File: src/rtl/wpt_pkg.sv
// Package for the waypoint tracker: payload types, codes, constants.
// No dependencies.
`default_nettype none
package wpt_pkg;
  localparam int TableDepth = 32;
  localparam int IdxW = 5;
  localparam int CntW = 6;
  localparam int CordicSteps = 16;

  typedef enum logic [1:0] {
    FUNC_RECORD = 2'd0,
    FUNC_TRACK  = 2'd1,
    FUNC_CLEAR  = 2'd2,
    FUNC_NONE   = 2'd3
  } func_t;

  typedef enum logic [1:0] {
    CFG_RADIUS_NORMAL = 2'd0,
    CFG_RADIUS_TYPE1  = 2'd1,
    CFG_RADIUS_GARAGE = 2'd2,
    CFG_SLOW_DISTANCE = 2'd3
  } cfg_idx_t;

  typedef enum logic [1:0] {
    ST_FAR     = 2'd0,
    ST_SLOW    = 2'd1,
    ST_ARRIVED = 2'd2,
    ST_UNUSED  = 2'd3
  } arrival_t;

  typedef enum logic [1:0] {
    CLS_NORMAL = 2'd0,
    CLS_SPECIAL = 2'd1,
    CLS_GARAGE = 2'd2,
    CLS_UNUSED = 2'd3
  } wp_class_t;

  typedef enum logic [3:0] {
    S_IDLE, S_READ, S_LOAD, S_SQ, S_SUM, S_ITER, S_DECIDE, S_OUT
  } ctrl_state_t;

  typedef struct packed {
    logic [1:0]         func;
    logic signed [23:0] pos_north;
    logic signed [23:0] pos_east;
    logic signed [15:0] heading_now;
    logic [7:0]         wp_type;
  } in_req_t;

  typedef struct packed {
    logic [24:0]        distance;
    logic signed [15:0] heading_error;
    logic [1:0]         arrival_status;
    logic               finished;
    logic [5:0]         stored_count;
    logic [5:0]         target_index;
  } out_req_t;

  typedef struct packed {
    logic capture;
    logic rd_entry;
    logic load;
    logic square;
    logic sum;
    logic iter;
    logic decide;
  } dp_cmd_t;

  typedef struct packed {
    logic iter_done;
  } dp_sts_t;

  function automatic logic [31:0] atan_val(input logic [4:0] i);
    logic [31:0] v;
    begin
      case (i)
        5'd0: v = 32'd536870912;  5'd1: v = 32'd316933406;
        5'd2: v = 32'd167458907;  5'd3: v = 32'd85004756;
        5'd4: v = 32'd42667331;   5'd5: v = 32'd21354465;
        5'd6: v = 32'd10679838;   5'd7: v = 32'd5340245;
        5'd8: v = 32'd2670163;    5'd9: v = 32'd1335087;
        5'd10: v = 32'd667544;    5'd11: v = 32'd333772;
        5'd12: v = 32'd166886;    5'd13: v = 32'd83443;
        5'd14: v = 32'd41721;     5'd15: v = 32'd20860;
        5'd16: v = 32'd10430;     5'd17: v = 32'd5215;
        5'd18: v = 32'd2607;      5'd19: v = 32'd1303;
        5'd20: v = 32'd651;       5'd21: v = 32'd325;
        5'd22: v = 32'd162;       5'd23: v = 32'd81;
        default: v = 32'd0;
      endcase
      return v;
    end
  endfunction
endpackage
`default_nettype wire

File: src/rtl/wpt_ctrl.sv
// Controller for the waypoint tracker: sequences one request at a time.
// Depends on wpt_pkg.
`default_nettype none
module wpt_ctrl (
  input  wire logic            clk,
  input  wire logic            rst_n,
  input  wire logic            in_valid,
  output logic                 in_stall,
  output logic                 out_valid,
  input  wire logic            out_stall,
  input  wire wpt_pkg::dp_sts_t sts,
  output wpt_pkg::dp_cmd_t     cmd
);
  wpt_pkg::ctrl_state_t state_r, state_nxt;

  always_ff @(posedge clk) begin
    if (!rst_n) begin
      state_r <= wpt_pkg::S_IDLE;
    end else begin
      state_r <= state_nxt;
    end
  end

  always_comb begin
    state_nxt = state_r;
    cmd = '0;
    in_stall = 1'b1;
    out_valid = 1'b0;
    case (state_r)
      wpt_pkg::S_IDLE: begin
        in_stall = 1'b0;
        if (in_valid) begin
          cmd.capture = 1'b1;
          state_nxt = wpt_pkg::S_READ;
        end
      end
      wpt_pkg::S_READ: begin
        cmd.rd_entry = 1'b1;
        state_nxt = wpt_pkg::S_LOAD;
      end
      wpt_pkg::S_LOAD: begin
        cmd.load = 1'b1;
        state_nxt = wpt_pkg::S_SQ;
      end
      wpt_pkg::S_SQ: begin
        cmd.square = 1'b1;
        state_nxt = wpt_pkg::S_SUM;
      end
      wpt_pkg::S_SUM: begin
        cmd.sum = 1'b1;
        state_nxt = wpt_pkg::S_ITER;
      end
      wpt_pkg::S_ITER: begin
        cmd.iter = 1'b1;
        if (sts.iter_done) begin
          state_nxt = wpt_pkg::S_DECIDE;
        end
      end
      wpt_pkg::S_DECIDE: begin
        cmd.decide = 1'b1;
        state_nxt = wpt_pkg::S_OUT;
      end
      wpt_pkg::S_OUT: begin
        out_valid = 1'b1;
        if (!out_stall) begin
          state_nxt = wpt_pkg::S_IDLE;
        end
      end
      default: state_nxt = wpt_pkg::S_IDLE;
    endcase
  end
endmodule
`default_nettype wire

File: config.mk
export PLATFORM = sky130hd
export DESIGN_NAME = wpt_ctrl
export DESIGN_NICKNAME = d
export VERILOG_FILES = /design/src/rtl/wpt_pkg.sv /design/src/rtl/wpt_ctrl.sv
export SDC_FILE = /design/constraint.sdc
export NUM_CORES = 1
export LEC_CHECK = 0
export BUFFER_PORTS_ARGS = -buffer_cell sky130_fd_sc_hd__buf_4
export CAP_MARGIN = 40
export CELL_PAD_IN_SITES_DETAIL_PLACEMENT = 1
export CELL_PAD_IN_SITES_GLOBAL_PLACEMENT = 1
export CORE_AREA = 4 4 41 43
export CTS_CLUSTER_DIAMETER = 200
export CTS_CLUSTER_SIZE = 20
export DETAILED_ROUTE_END_ITERATION = 8
export DIE_AREA = 0 0 45 47
export GPL_TIMING_DRIVEN = 0
export PLACE_DENSITY_LB_ADDON = 0.25
export SYNTH_ARGS = -nofsm -noshare
export SYNTH_HDL_FRONTEND = slang
export SYNTH_SLANG_ARGS = --single-unit
File: constraint.sdc
create_clock -name clk -period 1.5 [get_ports clk]
set_input_delay 0.3 -clock clk [delete_from_list [all_inputs] [get_ports clk]]
set_output_delay 0.3 -clock clk [all_outputs]
set_load 0.005 [all_outputs]
# Word level (Yosys, flattened, before mapping)
# Index checks and enable logic that the tools add are counted.
[totals] regBits=4 latchBits=0 ram_bits=0 romBits=0 output_inout_bits=9 mem_count=0
[op_classes] add_sub_neg=0 n_mul=0 div=0 n_lt_le_gt_ge=0 n_eq_ne=10 n_shift=0 muxes=14 bitwise=0 reduce_logical=2
[ops] op="one-hot mux 4 bit (8 select lines)" n=1
[ops] op="equality test 4 x 3 -> 1 bit (second input constant)" n=4
[ops] op="two-way mux 4 bit" n=3
[ops] op="two-way mux 1 bit" n=10
[ops] op="equality test 4 x 2 -> 1 bit (second input constant)" n=2
[ops] op="inequality test 2 bit (second input constant)" n=3
[ops] op="equality test 4 x 1 -> 1 bit (second input constant)" n=1
[ops] op="zero test 4 bit" n=1
[ops] op="AND reduction 3 bit" n=1

# Logic depth before layout (Yosys ltp)
# Gate-level depths: netlist (run 1).
[depth] word_depth=3 mapped_depth=5 depth_no_buf=5

# Worst setup path after synthesis (run 1)
# Ideal clock, no wire load.
[synth_timing] kind="reg-to-reg" from="register state_r[1]" to="register state_r[0]" setup_ns=0.072 arrival_time_ns=1.103 required_time_ns=1.428 slack_ns=0.325 stages_incl_launch_ff=6 n_path_buf=0 period_less_slack_ns=1.175 path_cell_list="dfxtp_1 inv_1 ha_1 a22oi_1 o22a_2 mux2i_1"
[synth_between] elab_chain_len=3 elab_cells_between_ends=13 classes_between="10 x eq/ne; 1 x mux; 2 x reduce/logical"
[synth_rtl] item="from (decl)" line="wpt_ctrl.sv:14" source="wpt_pkg::ctrl_state_t state_r, state_nxt;"
[synth_rtl] item="from (signal assigned)" line="wpt_ctrl.sv:18" source="state_r <= wpt_pkg::S_IDLE;"
[synth_rtl] item="from (signal assigned)" line="wpt_ctrl.sv:20" source="state_r <= state_nxt;"
[synth_rtl] item="equality test 4 x 3 -> 1 bit or zero test 4 bit (tied branches)" line="wpt_ctrl.sv:29" source="case (state_r)"
[synth_rtl] item="inequality test 2 bit (no line)"
[synth_rtl] item="AND reduction 3 bit (no line)"
# Parallel ways exist; a longest one is shown, timed or not.
# A chain may end at the register's enable or synchronous reset.

==> impl_metrics.yaml, run 1 <==
placement:
  place_congestion: 0.641
  dp.cells: 60
  dp_hpwl_um: 568
  placedInstanceArea_um2: 388
  port_buffers: 13
worst_setup_path:
  crit_fanout: 4
  crit_cells: 4
  start_kind: "flip-flop"
  reg2reg_depth: 5
  crit_type: "flip-flop to primary output"
  cpLargestDelayFamily: "flip-flops"
  startpoint: "state_r[1]"
  crit_end: "cmd[5]"
  end_kind: "primary output"
  rr_endpoint: "state_r[0]"
  slowest_delay_ns: 0.37
  crit_arrival_ns: 1.16
  path_cells: "inv_2 -> ha_2 -> and2b_2 -> buf_4"
  worst_path_max_delay_cell: "dfxtp_4"
  r2r_slack_ns: 0.25
  r2r-start: "state_r[1]"
  crit_required_ns: 1.20
  path_buf_inv: 2
timing:
  fin_crit_ns: 1.46
  slew_headroom: 0.832
  setup_viol: 0
  finalMaxSlewViolations: 0
  rsz0062_at_grt: "true"
  tns_ns: 0
  fin_crit_sh: 0.973
  whs_ns: 0.348
  hold_viol: 0
  worst_pin_slew_ns: 0.252
  clock-skew-final_ns: 0.000688
  fmax_ghz: 0.685
clock_network:
  cts_tree: "yes"
  htree_levels: 1
  clk_latency_ns: 0.23
  cts_root_buf: "clkbuf_4"
  post_cts_buffers: 0
  cts-buffers-inserted: 3
  path_clk_slew_ns: 0.04
  clock_sinks: 3
  ctsResizeCount: 5
  cts_hold_buf: 0
  clockBufferDepth: 2
finish:
  final_cells: 64
  top_regs: "state_r (3)"
  layout-drive-gt1-share: 0.694
  top_register: "state_r"
  area_growth_pct: 65.4
  insertedDiodeCount: 0
  fin_area_um2: 449
  largest_reg_flops: 3
  fillers: 163
  finalNetCount: 59
floorplanning:
  ios: 14
  row_count: 13
  die_h_um: 47
  core_mm2: 0.00130
  initial_utilization: 0.209
  fp.dieArea_mm2: 0.00212
  die_w_um: 45
route:
  vias: 266
  post_drt_wl_per_cell_um: 10.9
  viasPerCell: 4.16
  routed_wl_um: 698
  drt_first_pass_iters: 1
  drtIter0Drc: 0
  drc: 0
  ant_nets: 0
grt:
  grt_max_degree: 10
  grt_pass1_vias: 290
  grt_overflow_total: 0
  grt_use_total: 0.0876
  antenna_found_initial: 0
  grt_pass1_wl_mm: 1.30
hold_path:
  min-delay-start: "rst_n"
  hold_class: "input pin to flip-flop"
synth:
  synth_cell_types: 15
  yosys.area.top_type: "dfxtp_1"
  synth_top_area_share: 0.221
  async_flop_share: 0
  synth_common_cells: "and2_2, ha_1"
  ys.flop_type: "dfxtp_1"
  synth.avg_cell_area_um2: 8.48
  yosysWarnings: 0
  netlist_area_um2: 272
  yosysSeqAreaShare: 0.221
  synthCells: 32
  synth_edf_count: 0
  synth.area.top_cells: "dfxtp_1, ha_1, and2_2"
  yosys_register_bits: 3
  synth_nets: 41
run_status:
  status: "finished clean"
power_and_ir_drop:
  p_per_area_mw_per_mm2: 1650
  ir_drop_v: 0.000507
  power_leakage_nw: 0.217
run:
  cap_viol_max_count: 0
==> logic make-up after synthesis <==
logic type | count (synthesis) | share of synthesized area
multiplexers | 2 | 0.0737
flip-flops | 3 | 0.221
AO/OA/AOI/OAI | 7 | 0.166
adder cells (fa/ha/maj) | 4 | 0.184
AND/OR/NAND/NOR | 12 | 0.300
buffers and inverters | 4 | 0.0553
==> cell type report <==
type / count / area, um^2 / share of cell area
clock buffer: 4 / 26.3 / 0.0585
inverter: 4 / 15.0 / 0.0334
timing repair buffer: 13 / 97.6 / 0.217
tap: 15 / 18.8 / 0.0418
multi-input combinational: 25 / 224 / 0.499
sequential: 3 / 67.6 / 0.150
==> worst min-delay path, cell delays in order <==
cell	delay [ns]
buf_4	0.13
nand2_1	0.06
mux2i_1	0.05
==> layout by cell type, fill, tap and decap left out <==
| cell | synthesis | layout |
|---|---|---|
| clkbuf_4 | 0 | 3 |
| nand2_2 | 1 | 1 |
| o31ai_1 | 1 | 1 |
| and2b_2 | 3 | 3 |
| a21oi_1 | 1 | 1 |
| and2_2 | 4 | 4 |
| and3_2 | 1 | 1 |
| clkbuf_1 | 0 | 1 |
| ha_4 | 0 | 2 |
| mux2i_1 | 2 | 2 |
| dfxtp_4 | 0 | 2 |
| inv_1 | 3 | 1 |
| ha_2 | 0 | 1 |
| dfxtp_1 | 3 | 1 |
| o21ai_0 | 3 | 3 |
| ha_1 | 4 | 1 |
| a22oi_1 | 1 | 1 |
| inv_2 | 1 | 3 |
| o22a_2 | 1 | 1 |
| buf_4 | 0 | 13 |
| nand2_1 | 3 | 3 |
==> layer usage <==
metal  up-vias  track usage  share of wire
met5         -            0              0
met3         2       0.0268          0.083
met1       114        0.116           0.46
li1        140            -              -
met4         0       0.0702          0.023
met2        10        0.116           0.43
==> through the flow <==
stage / setup slack (ns) / total power [mW] / util
6_report: 0.0406 / 0.740 / 0.345
2_1_floorplan: 0.325 / 0.364 / -
4_1_cts: -0.00677 / 0.700 / 0.326
3_5_place_dp: 0.140 / 0.527 / 0.298
3_3_place_gp: 0.150 / 0.522 / 0.298
5_1_grt: -0.00972 / 0.821 / 0.345
==> worst min path at each step <==
| stage | to | slack, ns | cells after the start |
|---|---|---|---|
| after floorplan | state_r[2] | 0.44 | 2 |
| after global placement | state_r[0] | 0.50 | 2 |
| after detailed placement | state_r[1] | 0.51 | 2 |
| after CTS | state_r[1] | 0.34 | 3 |
| after global routing | state_r[0] | 0.38 | 3 |
| final | state_r[1] | 0.35 | 3 |
==> where the power goes <==
part / switching, mW / internal [mW] / leakage (nW)
logic: 0.182 / 0.244 / 0.176
clock network: 0.0428 / 0.0998 / 0.0150
registers: 0.0458 / 0.125 / 0.0259
total: 0.271 / 0.469 / 0.217
Power figures use the tool's default switching activity.
==> inputs of run 2 (changes only) <==
Settings changed: CORE_AREA 4 4 41 43 to 2 2 39 41, DIE_AREA 0 0 45 47 to 0 0 41 43, GPL_TIMING_DRIVEN 0 to default.
==> impl_metrics.yaml, run 2 (synthesis gave the netlist of run 1 again) <==
placement:
  preCtsSetupSlack_ns: 0.127
  place_congestion: 0.673
  port_buffers: 13
  dp_hpwl_um: 547
grt:
  grt_pass1_vias: 269
  grt_use_total: 0.100
  grt_max_degree: 10
  grt_pass1_wl_mm: 1.15
  grt_overflow_total: 0
  antenna_found_initial: 0
power_and_ir_drop:
  power_leakage_nw: 0.217
  ir_drop_v: 0.000567
  finalPower_uw: 749
  p_per_area_mw_per_mm2: 1660
worst_setup_path:
  crit_arrival_ns: 1.16
  worst_path_max_delay_cell: "dfxtp_4"
  path_cells: "inv_2 -> ha_2 -> and2b_2 -> buf_4"
  r2r_slack_ns: 0.25
  crit_required_ns: 1.20
  crit_fanout: 4
  end_kind: "primary output"
  crit_type: "flip-flop to primary output"
  start_kind: "flip-flop"
  slowest_delay_ns: 0.36
route:
  vias: 285
  drtIter0Drc: 0
  post_drt_wl_per_cell_um: 10.9
  viasPerCell: 4.38
  drt_first_pass_iters: 1
  routed_wl_um: 706
  drc: 0
  ant_nets: 0
timing:
  hold_viol: 0
  slew_headroom: 0.837
  clock-skew-final_ns: 0.00303
  fin_crit_ns: 1.46
  setup_viol: 0
  finalMaxSlewViolations: 0
  fmax_ghz: 0.685
  fin_crit_sh: 0.973
  worst_pin_slew_ns: 0.242
  rsz0062_at_grt: "true"
  fin_ws_ns: 0.0405
finish:
  top_register: "state_r"
  mostFrequentLayoutCell: "buf_4"
  top_regs: "state_r (3)"
  largest_reg_flops: 3
  layout-drive-gt1-share: 0.694
  area_growth_pct: 65.9
  insertedDiodeCount: 0
  fillers: 167
  finalNetCount: 59
  final_cell_mix: "buf_4, and2_2"
clock_network:
  cts-buffers-inserted: 3
  cts_tree: "yes"
  cts_root_buf: "clkbuf_4"
  clockBufferDepth: 2
  path_clk_slew_ns: 0.04
  cts_hold_buf: 0
  clk_latency_ns: 0.24
  clock_sinks: 3
  htree_levels: 1
hold_path:
  hold_class: "input pin to flip-flop"
floorplanning:
  ios: 14
  initial_utilization: 0.196
  fp.dieArea_mm2: 0.00176
  row_count: 14
  die_w_um: 41
  die_h_um: 43
  core_mm2: 0.00138
run_status:
  status: "finished clean"
run:
  cap_viol_max_count: 0
==> run 2: repair_timing <==
action                                  in CTS  in global routing
endpoints found under the setup margin       6                  6
gates resized for setup                      4                  7
setup buffers                                0                  0
pin swaps                                    0                  0
hold endpoints to repair                     0                  0
==> run 2: cell type report <==
cell class | instances | area, um^2 | area share
Clock buffer | 4 | 26.3 | 0.0583
Timing Repair Buffer | 13 | 97.6 | 0.217
Sequential cell | 3 | 67.6 | 0.150
Tap cell | 16 | 20.0 | 0.0444
Inverter | 4 | 15.0 | 0.0333
Multi-Input combinational cell | 25 | 224 | 0.497
==> run 2: routing by layer <==
metal | part of all wire | track usage
met1 | 0.45 | 0.112
met2 | 0.44 | 0.147
met3 | 0.11 | 0.0785
met4 | 0 | 0.0200
met5 | 0 | 0
==> run 2: critical path: cells and delay by family, from the launching register on <==
kind | cells | cell delay (ns)
buf+inv | 2 | 0.19
flops | 1 | 0.36
simple gates | 1 | 0.19
fa+ha+maj | 1 | 0.19
==> run 2: worst paths after layout <==
kind	start	end	cells after the start
hold / removal	rst_n	state_r[2]	3
setup reg to reg	state_r[1]	state_r[0]	5
hold reg to reg	state_r[1]	state_r[1]	2
setup / recovery	state_r[1]	cmd[5]	4
==> run 2: per-stage QoR <==
step	cell area (um^2)	hold WS [ns]	utilization	std cells	setup TNS [ns]
finish	450	0.343	0.325	65	0
global route	450	0.343	0.325	65	-0.0153
CTS	423	0.344	0.306	65	-0.00593
detailed placement	389	0.494	0.281	61	0
global placement	389	0.496	0.281	61	0
floorplan	272	0.438	-	32	0
==> run 2: power breakdown <==
part	leakage (nW)	internal (mW)	switching [mW]
clock	0.0150	0.0999	0.0450
sequential	0.0259	0.125	0.0441
combinational	0.176	0.245	0.190
==> inputs of run 3 (changes only) <==
Settings changed: CTS_BUF_LIST from default to sky130_fd_sc_hd__clkbuf_8.
Clock period 1.5 ns to 1.4 ns, I/O delays scaled along.
==> impl_metrics.yaml, run 3 (synthesis gave the netlist of run 1 again) <==
finish:
  finalNetCount: 62
  fin_util: 0.382
  final_cell_mix: "buf_4, buf_6"
  layout-drive-gt1-share: 0.731
  largest_reg_flops: 3
  fin_area_um2: 528
  insertedDiodeCount: 0
  mostFrequentLayoutCell: "buf_4"
  top_register: "state_r"
  area_growth_pct: 94.5
  top_regs: "state_r (3)"
worst_setup_path:
  path_buf_inv: 2
  crit_type: "flip-flop to primary output"
  cpMostUsedCell: "buf_6"
  end_kind: "primary output"
  r2r_slack_ns: 0.11
  slowest_delay_ns: 0.34
  rr_endpoint: "state_r[2]"
  r2r-start: "state_r[1]"
  reg2reg_depth: 6
  crit_arrival_ns: 1.13
  cpLargestDelayFamily: "flip-flops"
  start_kind: "flip-flop"
  path_cells: "buf_6 -> ha_4 -> and2b_2 -> buf_6"
  crit_required_ns: 1.12
  worst_path_max_delay_cell: "dfxtp_4"
  crit_fanout: 3
  crit_end: "cmd[4]"
  startpoint: "state_r[1]"
  crit_cells: 4
route:
  drc: 0
  ant_nets: 0
  drtIter0Drc: 2
  routed_wl_um: 695
  vias: 293
  drt_first_pass_iters: 2
  post_drt_wl_per_cell_um: 10.2
  viasPerCell: 4.31
timing:
  clock-skew-final_ns: 0.00172
  hold_viol: 0
  finalMaxSlewViolations: 0
  rsz0062_at_grt: "true"
  worst_pin_slew_ns: 0.263
  fin_crit_ns: 1.41
  setup_viol: 1
  fin_ws_ns: -0.00642
  fin_crit_sh: 1.00
  whs_ns: 0.351
  fmax_ghz: 0.711
  slew_headroom: 0.825
placement:
  port_buffers: 13
  dp_hpwl_um: 544
  place_congestion: 0.637
  preCtsSetupSlack_ns: 0.0573
  placedInstanceArea_um2: 397
grt:
  grt_pass1_wl_mm: 1.10
  antenna_found_initial: 0
  grt_overflow_total: 0
  grt_max_degree: 10
  grt_pass1_vias: 278
  grt_use_total: 0.0943
floorplanning:
  row_count: 14
  die_h_um: 43
  core_mm2: 0.00138
  fp.dieArea_mm2: 0.00176
  die_w_um: 41
  initial_utilization: 0.196
  ios: 14
run_status:
  status: "complete, but fails checks"
  violations: "setup timing"
power_and_ir_drop:
  finalPower_mw: 1.00
  power_leakage_nw: 0.249
  ir_drop_v: 0.00100
  p_per_area_mw_per_mm2: 1900
clock_network:
  htree_levels: 1
  clk_latency_ns: 0.21
  cts_tree: "yes"
  clockBufferDepth: 2
  cts_root_buf: "clkbuf_8"
  clock_sinks: 3
  path_clk_slew_ns: 0.03
  cts-buffers-inserted: 3
hold_path:
  hold_class: "input pin to flip-flop"
run:
  cap_viol_max_count: 0
-- run 3: cell count changes in the layout (fill, tap and decap cells not counted), sizes merged --
| cell | change |
|---|---|
| clkbuf | -1 |
| inv | +1 |
| buf | +3 |
-- run 3: tightest hold or removal path: stages --
cell,delay [ns]
buf_4,0.13
nand2_1,0.06
mux2i_1,0.05
-- run 3: per-layer routing --
metal / part of all wire / vias up / track usage / wire [um]
met5: 0 / - / 0 / 0
met1: 0.45 / 133 / 0.109 / 314
met3: 0.092 / 0 / 0.0524 / 64
li1: - / 148 / - / -
met2: 0.45 / 12 / 0.128 / 315
met4: 0 / 0 / 0.0600 / 0
-- run 3: where the power goes --
group          leakage [nW]  internal, mW  switching, mW
clock network        0.0269         0.186         0.0525
registers            0.0259         0.134         0.0522
logic                 0.196         0.345          0.234
-- run 3: what timing repair did --
item                       CTS  global route
resized for setup           15             6
setup endpoints to repair    9             7
hold buffers                 0             0
buffers inserted             1             1
pin swaps                    1             2
-- run 3: through the flow --
stage	TNS [ns]	cells
3_5_place_dp	0	62
2_1_floorplan	0	32
3_3_place_gp	0	62
6_report	-0.00642	68
4_1_cts	-0.0299	67
5_1_grt	-0.145	68
-- run 3: layout make-up --
| class | instances | area (um^2) |
|---|---|---|
| clock inverters | 1 | 3.75 |
| inverters | 4 | 17.5 |
| repair buffers | 16 | 135 |
| flip-flops and latches | 3 | 67.6 |
| multi-input cells | 25 | 243 |
| well taps | 16 | 20.0 |
| fillers | 162 | 856 |
| clock buffers | 3 | 41.3 |
-- run 3: worst min path at each step --
| stage | depth (start not counted) | slack [ns] | start | endpoint |
|---|---|---|---|---|
| after floorplan | 2 | 0.42 | rst_n | state_r[2] |
| after global placement | 2 | 0.51 | state_r[0] | state_r[0] |
| after detailed placement | 2 | 0.51 | state_r[0] | state_r[0] |
| after CTS | 3 | 0.35 | rst_n | state_r[1] |
| after global routing | 3 | 0.36 | rst_n | state_r[2] |
| final | 3 | 0.35 | rst_n | state_r[1] |
